## config.mk

```make
export PLATFORM = sky130hd
export DESIGN_NAME = magic_packet_detector
export DESIGN_NICKNAME = d
export VERILOG_FILES = /design/src/hw/rtl/mpd_pkg.sv /design/src/hw/rtl/mpd_pattern.sv /design/src/hw/rtl/mpd_scan.sv /design/src/hw/rtl/magic_packet_detector.sv
export VERILOG_INCLUDE_DIRS = /design/src /design/src/hw/rtl
export SDC_FILE = /design/constraint.sdc
export NUM_CORES = 1
export LEC_CHECK = 0
export BUFFER_PORTS_ARGS = -buffer_cell sky130_fd_sc_hd__buf_2
export CORE_MARGIN = 10
export CORE_UTILIZATION = 26
export DETAILED_ROUTE_END_ITERATION = 16
export SKIP_LAST_GASP = 1
export SLEW_MARGIN = 20
export SYNTH_ARGS = -nofsm -noshare
export SYNTH_HDL_FRONTEND = slang
export SYNTH_SLANG_ARGS = --single-unit
```

## constraint.sdc

```tcl
create_clock -name i_clk -period 85.2 [get_ports i_clk]
set_input_delay 12.78 -clock i_clk [delete_from_list [all_inputs] [get_ports i_clk]]
set_output_delay 12.78 -clock i_clk [all_outputs]
set_load 0.02 [all_outputs]
```

## src/hw/rtl/magic_packet_detector_assert.svh

```systemverilog
// Assertion macros shared by the magic packet detector RTL.
`ifndef MAGIC_PACKET_DETECTOR_ASSERT_SVH
`define MAGIC_PACKET_DETECTOR_ASSERT_SVH

// Same-cycle implication, checked outside reset.
`define MPD_ASSERT_NOW(label, clk, rst_n, ante, cons) \
    label: assert property (@(posedge clk) disable iff (!(rst_n)) (ante) |-> (cons)) \
        else $error("magic packet detector: same-cycle check failed");

// Next-cycle implication, checked outside reset.
`define MPD_ASSERT_NEXT(label, clk, rst_n, ante, cons) \
    label: assert property (@(posedge clk) disable iff (!(rst_n)) (ante) |=> (cons)) \
        else $error("magic packet detector: next-cycle check failed");

`endif

```

## src/hw/rtl/mpd_pkg.sv

```systemverilog
// Shared constants and types of the magic packet detector.
package mpd_pkg;

    localparam int BYTE_W      = 8;
    localparam int SYNC_BYTES  = 6;
    localparam int MAC_REPEATS = 16;
    localparam int MAC_BYTES   = 6;
    localparam int MAC_W       = BYTE_W * MAC_BYTES;
    localparam int PATTERN_LEN = SYNC_BYTES + MAC_REPEATS * MAC_BYTES;
    localparam int WINDOW_LEN  = PATTERN_LEN - 1;
    localparam int COUNT_W     = 16;
    localparam int CFG_ADDR_W  = 1;

    localparam logic [BYTE_W-1:0]  SYNC_VALUE   = 8'hFF;
    localparam logic [COUNT_W-1:0] SCAN_RESET   = 16'd1518;
    localparam logic [COUNT_W-1:0] COUNT_MAX    = '1;
    localparam logic [COUNT_W-1:0] WINDOW_COUNT = COUNT_W'(WINDOW_LEN);
    localparam logic [MAC_W-1:0]   MAC_ONES     = '1;
    localparam logic [MAC_W-1:0]   MAC_ZEROS    = '0;

    typedef enum logic [CFG_ADDR_W-1:0] {
        CFG_STATION_MAC = 1'b0,
        CFG_SCAN_LIMIT  = 1'b1
    } t_cfg_reg;

    typedef struct packed {
        logic [MAC_W-1:0]   station_mac;
        logic [COUNT_W-1:0] scan_limit;
    } t_cfg;

    typedef struct packed {
        logic              fire;
        logic              last;
        logic [BYTE_W-1:0] data;
    } t_step;

endpackage

```

## src/hw/rtl/mpd_pattern.sv

```systemverilog
// Parallel equality tree that checks the window plus the current byte for the pattern.
module mpd_pattern (
    input  logic [mpd_pkg::BYTE_W-1:0] i_window [mpd_pkg::WINDOW_LEN],
    input  logic [mpd_pkg::BYTE_W-1:0] i_data_byte,
    input  logic [mpd_pkg::MAC_W-1:0]  i_station_mac,
    output logic                       o_hit
);

    logic [mpd_pkg::BYTE_W-1:0]      w_seq [mpd_pkg::PATTERN_LEN];
    logic [mpd_pkg::PATTERN_LEN-1:0] w_eq;

    genvar gi;

    for (gi = 0; gi < mpd_pkg::WINDOW_LEN; gi++) begin : g_seq
        assign w_seq[gi] = i_window[gi];
    end
    assign w_seq[mpd_pkg::WINDOW_LEN] = i_data_byte;

    for (gi = 0; gi < mpd_pkg::SYNC_BYTES; gi++) begin : g_sync
        assign w_eq[gi] = (w_seq[gi] == mpd_pkg::SYNC_VALUE);
    end

    // Each repeat of the address starts with the octet held in the top byte.
    for (gi = mpd_pkg::SYNC_BYTES; gi < mpd_pkg::PATTERN_LEN; gi++) begin : g_mac
        localparam int OCT = (gi - mpd_pkg::SYNC_BYTES) % mpd_pkg::MAC_BYTES;
        assign w_eq[gi] = (w_seq[gi] ==
            i_station_mac[mpd_pkg::BYTE_W*(mpd_pkg::MAC_BYTES-1-OCT) +: mpd_pkg::BYTE_W]);
    end

    assign o_hit = &w_eq;

endmodule

```

## src/hw/rtl/mpd_scan.sv

```systemverilog
// Frame state: byte window, saturating position count and sticky found flag.
module mpd_scan (
    input  logic           i_clk,
    input  logic           i_rst_n,
    input  mpd_pkg::t_step i_step,
    input  mpd_pkg::t_cfg  i_cfg,
    output logic           o_found
);

    logic [mpd_pkg::BYTE_W-1:0]  r_window [mpd_pkg::WINDOW_LEN];
    logic [mpd_pkg::COUNT_W-1:0] r_count;
    logic [mpd_pkg::COUNT_W-1:0] n_count;
    logic                        r_found;
    logic                        n_found;
    logic                        w_pat_hit;
    logic                        w_hit;

    mpd_pattern u_pattern (
        .i_window      (r_window),
        .i_data_byte   (i_step.data),
        .i_station_mac (i_cfg.station_mac),
        .o_hit         (w_pat_hit)
    );

    // Once the count reaches the window length, every window byte belongs to
    // this frame, so the window needs no clearing between frames.
    assign w_hit = (r_count >= mpd_pkg::WINDOW_COUNT) && (r_count < i_cfg.scan_limit)
                   && w_pat_hit;
    assign o_found = r_found | w_hit;

    always_comb begin
        n_count = r_count;
        n_found = r_found;
        if (i_step.fire) begin
            if (i_step.last) begin
                n_count = '0;
                n_found = 1'b0;
            end else begin
                n_found = o_found;
                if (r_count != mpd_pkg::COUNT_MAX) begin
                    n_count = r_count + 1'b1;
                end
            end
        end
    end

    always_ff @(posedge i_clk) begin
        if (!i_rst_n) begin
            r_count <= '0;
            r_found <= 1'b0;
        end else begin
            r_count <= n_count;
            r_found <= n_found;
        end
    end

    always_ff @(posedge i_clk) begin
        if (i_step.fire) begin
            for (int i = 0; i < mpd_pkg::WINDOW_LEN - 1; i++) begin
                r_window[i] <= r_window[i+1];
            end
            r_window[mpd_pkg::WINDOW_LEN-1] <= i_step.data;
        end
    end

endmodule

```

## src/hw/rtl/magic_packet_detector.sv

```systemverilog
// Top level of the magic packet detector: handshakes, configuration and result register.
//
// Frame bytes enter on the input channel (i_in_valid / o_in_ready), one byte per
// transfer, with i_last_byte set on the final byte of the frame. Each frame gives
// exactly one result transfer on the output channel (o_out_valid / i_out_ready),
// carrying o_match, after its final byte; other bytes give no result.
// A byte is registered on its transfer and scanned from the input register; a final
// byte may wait there, and the frame's result is registered when that byte is scanned.
// Throughput is one byte per cycle unless a final byte waits; the clock period is set by
// the equality tree over the 101-byte window, the current byte and the position compare.
// Registers are written through i_cfg_we / i_cfg_addr / i_cfg_wdata at any edge:
// index 0 is the station MAC, index 1 the scan limit (reset 1518).
// When the receiver stalls, non-final bytes keep flowing; a final byte waits in
// the input register until the previous result is taken, and o_in_ready drops.
// Synchronous reset clears the count, found flag, both channel valids and the registers.
`include "magic_packet_detector_assert.svh"

module magic_packet_detector (
    input  logic                             i_clk,
    input  logic                             i_rst_n,
    input  logic                             i_in_valid,
    output logic                             o_in_ready,
    input  logic [mpd_pkg::BYTE_W-1:0]       i_data_byte,
    input  logic                             i_last_byte,
    output logic                             o_out_valid,
    input  logic                             i_out_ready,
    output logic                             o_match,
    input  logic                             i_cfg_we,
    input  logic [mpd_pkg::CFG_ADDR_W-1:0]   i_cfg_addr,
    input  logic [mpd_pkg::MAC_W-1:0]        i_cfg_wdata
);

    mpd_pkg::t_cfg               r_cfg;
    logic                        r_in_valid;
    logic [mpd_pkg::BYTE_W-1:0]  r_in_byte;
    logic                        r_in_last;
    logic                        r_out_valid;
    logic                        r_out_match;
    logic                        w_out_free;
    logic                        w_fire;
    logic                        w_usable;
    logic                        w_found;
    mpd_pkg::t_step              w_step;

    assign w_out_free = !r_out_valid || i_out_ready;
    assign w_fire     = r_in_valid && (!r_in_last || w_out_free);
    assign o_in_ready = !r_in_valid || w_fire;
    assign w_usable   = (r_cfg.station_mac != mpd_pkg::MAC_ONES) &&
                        (r_cfg.station_mac != mpd_pkg::MAC_ZEROS);

    assign w_step.fire = w_fire;
    assign w_step.last = r_in_last;
    assign w_step.data = r_in_byte;

    mpd_scan u_scan (
        .i_clk   (i_clk),
        .i_rst_n (i_rst_n),
        .i_step  (w_step),
        .i_cfg   (r_cfg),
        .o_found (w_found)
    );

    always_ff @(posedge i_clk) begin
        if (!i_rst_n) begin
            r_cfg.station_mac <= '0;
            r_cfg.scan_limit  <= mpd_pkg::SCAN_RESET;
        end else if (i_cfg_we) begin
            unique case (mpd_pkg::t_cfg_reg'(i_cfg_addr))
                mpd_pkg::CFG_STATION_MAC: r_cfg.station_mac <= i_cfg_wdata;
                mpd_pkg::CFG_SCAN_LIMIT:  r_cfg.scan_limit  <= i_cfg_wdata[mpd_pkg::COUNT_W-1:0];
                default: ;
            endcase
        end
    end

    always_ff @(posedge i_clk) begin
        if (!i_rst_n) begin
            r_in_valid <= 1'b0;
        end else if (o_in_ready) begin
            r_in_valid <= i_in_valid;
        end
    end

    always_ff @(posedge i_clk) begin
        if (o_in_ready && i_in_valid) begin
            r_in_byte <= i_data_byte;
            r_in_last <= i_last_byte;
        end
    end

    always_ff @(posedge i_clk) begin
        if (!i_rst_n) begin
            r_out_valid <= 1'b0;
        end else if (w_fire && r_in_last) begin
            r_out_valid <= 1'b1;
        end else if (i_out_ready) begin
            r_out_valid <= 1'b0;
        end
    end

    always_ff @(posedge i_clk) begin
        if (w_fire && r_in_last) begin
            r_out_match <= w_found && w_usable;
        end
    end

    assign o_out_valid = r_out_valid;
    assign o_match     = r_out_match;

    `MPD_ASSERT_NOW(a_no_result_overwrite, i_clk, i_rst_n, r_out_valid && !i_out_ready, !(w_fire && r_in_last))
    `MPD_ASSERT_NEXT(a_last_gives_result, i_clk, i_rst_n, w_fire && r_in_last, o_out_valid)
    `MPD_ASSERT_NEXT(a_bad_mac_no_match, i_clk, i_rst_n, w_fire && r_in_last && !w_usable, !o_match)
    `MPD_ASSERT_NOW(a_ready_when_free, i_clk, i_rst_n, r_in_valid && o_in_ready, w_fire)

endmodule
```

==> results.md <==
- Area leader, netlist: edfxtp_1
- Routed len/inst: 40.6 um
- CP Class: input port to output pin
- Pin slew with the least headroom to its limit: between 1 and 1.5 ns
- Effective utilization at floorplan: 0.262
- Clock root buffer: clkbuf_16
- Largest net degree at the start of global routing: 191
- Die width: 395 um
- Internal power: between 0.7 and 0.8 mW
- Switching part of the total: 0.249
- # hold bufs at CTS: 0
- Worst Setup Start Kind: input port
- CTS Buffer Depth: 3
- Final hold violation count: 0
- Initial antenna violation count: 23
- Final setup violation count: 0
- Reg2reg setup slack: 80.19 ns
- Final instance area: about 43000 um^2
- Final wirelength: between 150000 and 200000 um
- Yosys Warn Count: 0
- Lkg Pwr: roughly 12 nW
- Gpl congestion: 1.06
- Synth top area share: 0.672
- Sequential area share after synthesis: 0.717
- Psw: approximately 0.25 mW
- Netlist cell types: 69
- Cts repair resizes: 0
- DP Wirelength: 147000 um
- DRC: 0
- Slew headroom: 0.0977
- Area contributors post-synth: edfxtp_1 67%, dfxtp_1 4.5%, xnor2_1 3.3%
- Top-Level Pins: between 60 and 70
- Clock share of power: 0.439
- # rows: approximately 140
- Sequential group share of total power: 0.502
- Layout area overhead: 17.1%
- Post-DP Area: just under 40000 um^2
- Worst Path Arrival: between 10 and 15 ns
- Yosys reg bits: between 900 and 1000
- Combinational power share: 0.059
- DR iter-0 viols: 4777
- Final Slew Violations: 0
- RSZ-0062 raised after global routing: false
- Syn_area_per_cell: roughly 14 um^2
- Critical path's most frequent cell: buf_2
- Max Cap Viol: 0
- PwrDens: 23.4 nW/um^2
- Final Cycle Share: 0.309
- CP startpoint: i_out_ready
- CTS tree: done
- Core Area: approximately 140000 um^2
- CP Cell Sequence: buf_2, nor2b_1, nand3_1, buf_2
- Final min period: 26.35 ns
- Status: finished, final reports clean
- Global-route wire length before repair: approximately 240000 um
- Slowest Stage Delay on Critical Path: approximately 0.33 ns
- Insertion delay to the later sink of the worst-skew pair: 0.73 ns
- Crit-path max FO: 3
- Layout Skew: ~0.048 ns
- RR Startpoint: r_cfg[31]
- Slowest CP cell: nor2b_1
- IO Port Bufs: 65
- Inserted Clock Buffers: 100
- Post-synth EDFFs: 818
- Vias in the first global route: 23500
- CTS H-tree lvls: 3
- DR vias/cell: roughly 5.5
- Worst Setup End Kind: output pin
- CP Data Required Time: 72.42 ns
- Synthesized Nets: 2650
- Vias: approximately 26000
- Total GRT Usage: 0.233
- Hold path start: u_scan.r_window[781]
- Number of nets in the layout: approximately 2800
- Die Ht: slightly below 400 um
- Final std cells w/o fill: about 4700
- Clk sinks: ~900
- Fmax: 37.9 MHz
- Post-synthesis async set-or-reset flop share: 0
- DRT antenna net count: 0
- Maximum vdd drop: ~0.018 mV
- Cells after Synth: about 2600
- Cells after DPL: about 4500
- Worst-path clk slew: around 0.060 ns
- Share of cells above drive strength 1: 0.122
- Worst min path class: register to register
- GR Overflow Total: 0
- Synth Flop Type: edfxtp_1
- Setup_tns: 0 ns
- Mapped Area: ~37000 um^2
- Drt first pass iters: 8
- Postcts setup bufs: 0
- Die ar.: between 150000 and 200000 um^2
cells by family after synthesis:
logic type / after synthesis / share of synthesized area
buffers and inverters: 194 / 0.0206
multiplexers: 2 / 0.000547
adder cells (fa/ha/maj): 18 / 0.00616
AO/OA/AOI/OAI: 410 / 0.0823
flip-flops: 901 / 0.717
XOR/XNOR: 255 / 0.0611
AND/OR/NAND/NOR: 789 / 0.112
cell usage in the layout, fill, tap and decap left out, types with 18 or more instances in the layout:
cell type and instances:
nor3_1 65, a21boi_0 60, buf_2 65, o2111ai_1 34
or3_1 24, xnor2_1 138, or4_1 20, and3_1 49
nor2_1 89, o21ai_0 48, xor2_1 116, a21oi_1 40
o2bb2ai_1 31, nand2b_1 36, edfxtp_1 818, nor2b_1 50
ha_1 18, clkbuf_1 21, a2111oi_0 27, nand3_1 52
inv_1 55, o22ai_1 46, clkbuf_16 105, nand4_1 82
inv_2 19, nor4_1 74, nand2_1 215, dfxtp_1 82
buf_4 75
cell type report:
class                           instances  area, um^2
Inverter                               77         297
Tap cell                             1876        2350
Clock buffer                          134        2820
Clock inverter                         53         464
Multi-Input combinational cell       1474        9680
Timing Repair Buffer                  144         967
Antenna cell                           10        25.0
Fill cell                           14000       96900
Sequential cell                       901       26200
metal layers:
metal / up-vias / routed length (um) / global-route usage
met5: - / 74 / 0
li1: 10100 / - / -
met1: 13400 / 76100 / 0.311
met2: 1887 / 81300 / 0.345
met3: 367 / 20400 / 0.0608
met4: 12 / 11700 / 0.118
stage by stage:
stage	util	setup slack (ns)	hold slack (ns)	power (mW)
after CTS	0.306	58.87	0.443	1.01
final	0.307	58.85	0.444	1.00
after detailed placement	0.283	58.87	0.429	0.570
after floorplan	-	28.33	0.418	0.561
after global routing	0.306	58.82	0.457	1.02
after global placement	0.283	58.85	0.430	0.570
worst max-delay path, delay by kind of cell:
family	cells	cell delay, ns
buffers and inverters	2	0.30
AND/OR/NAND/NOR	2	0.49
registers in the layout, summed over array words and instances (netlist names):
signal           cells
u_scan.r_window    808
r_cfg               64
u_scan.r_found       1
r_in_valid           1
u_scan.r_count      16
r_in_last            1
o_out_valid          1
o_match              1
r_in_byte            8
Yosys cell counts, drive strengths merged, types with 13 or more instances:
cell     count
edfxtp     818
nand2      215
xnor2      138
xor2       117
clkbuf     100
nor2        89
dfxtp       83
nand4       82
nor4        77
inv         76
nor3        65
a21boi      61
nand3       52
nor2b       52
and3        49
o21ai       48
o22ai       46
a21oi       41
a2111oi     38
nand2b      37
o2111ai     34
o2bb2ai     31
or3         24
or4         20
ha          18
buf         16
a22o        14
o221ai      13
power groups by stage:
| stage | Clock, mW | Sequential (mW) | Combinational [mW] |
|---|---|---|---|
| 5_1_grt | 0.461 | 0.504 | 0.0602 |
| 4_1_cts | 0.444 | 0.503 | 0.0578 |
| 6_report | 0.440 | 0.504 | 0.0597 |
| 3_3_place_gp | 0 | 0.512 | 0.0579 |
| 3_5_place_dp | 0 | 0.512 | 0.0577 |
| 2_1_floorplan | 0 | 0.534 | 0.0274 |
worst paths after layout:
check / end / cells past startpoint
hold / removal: u_scan.r_window[789] / 0
setup reg to reg: o_match / 9
setup / recovery: o_in_ready / 4
hold reg to reg: u_scan.r_window[789] / 0
No activity file was read; power rests on OpenSTA's default activity.
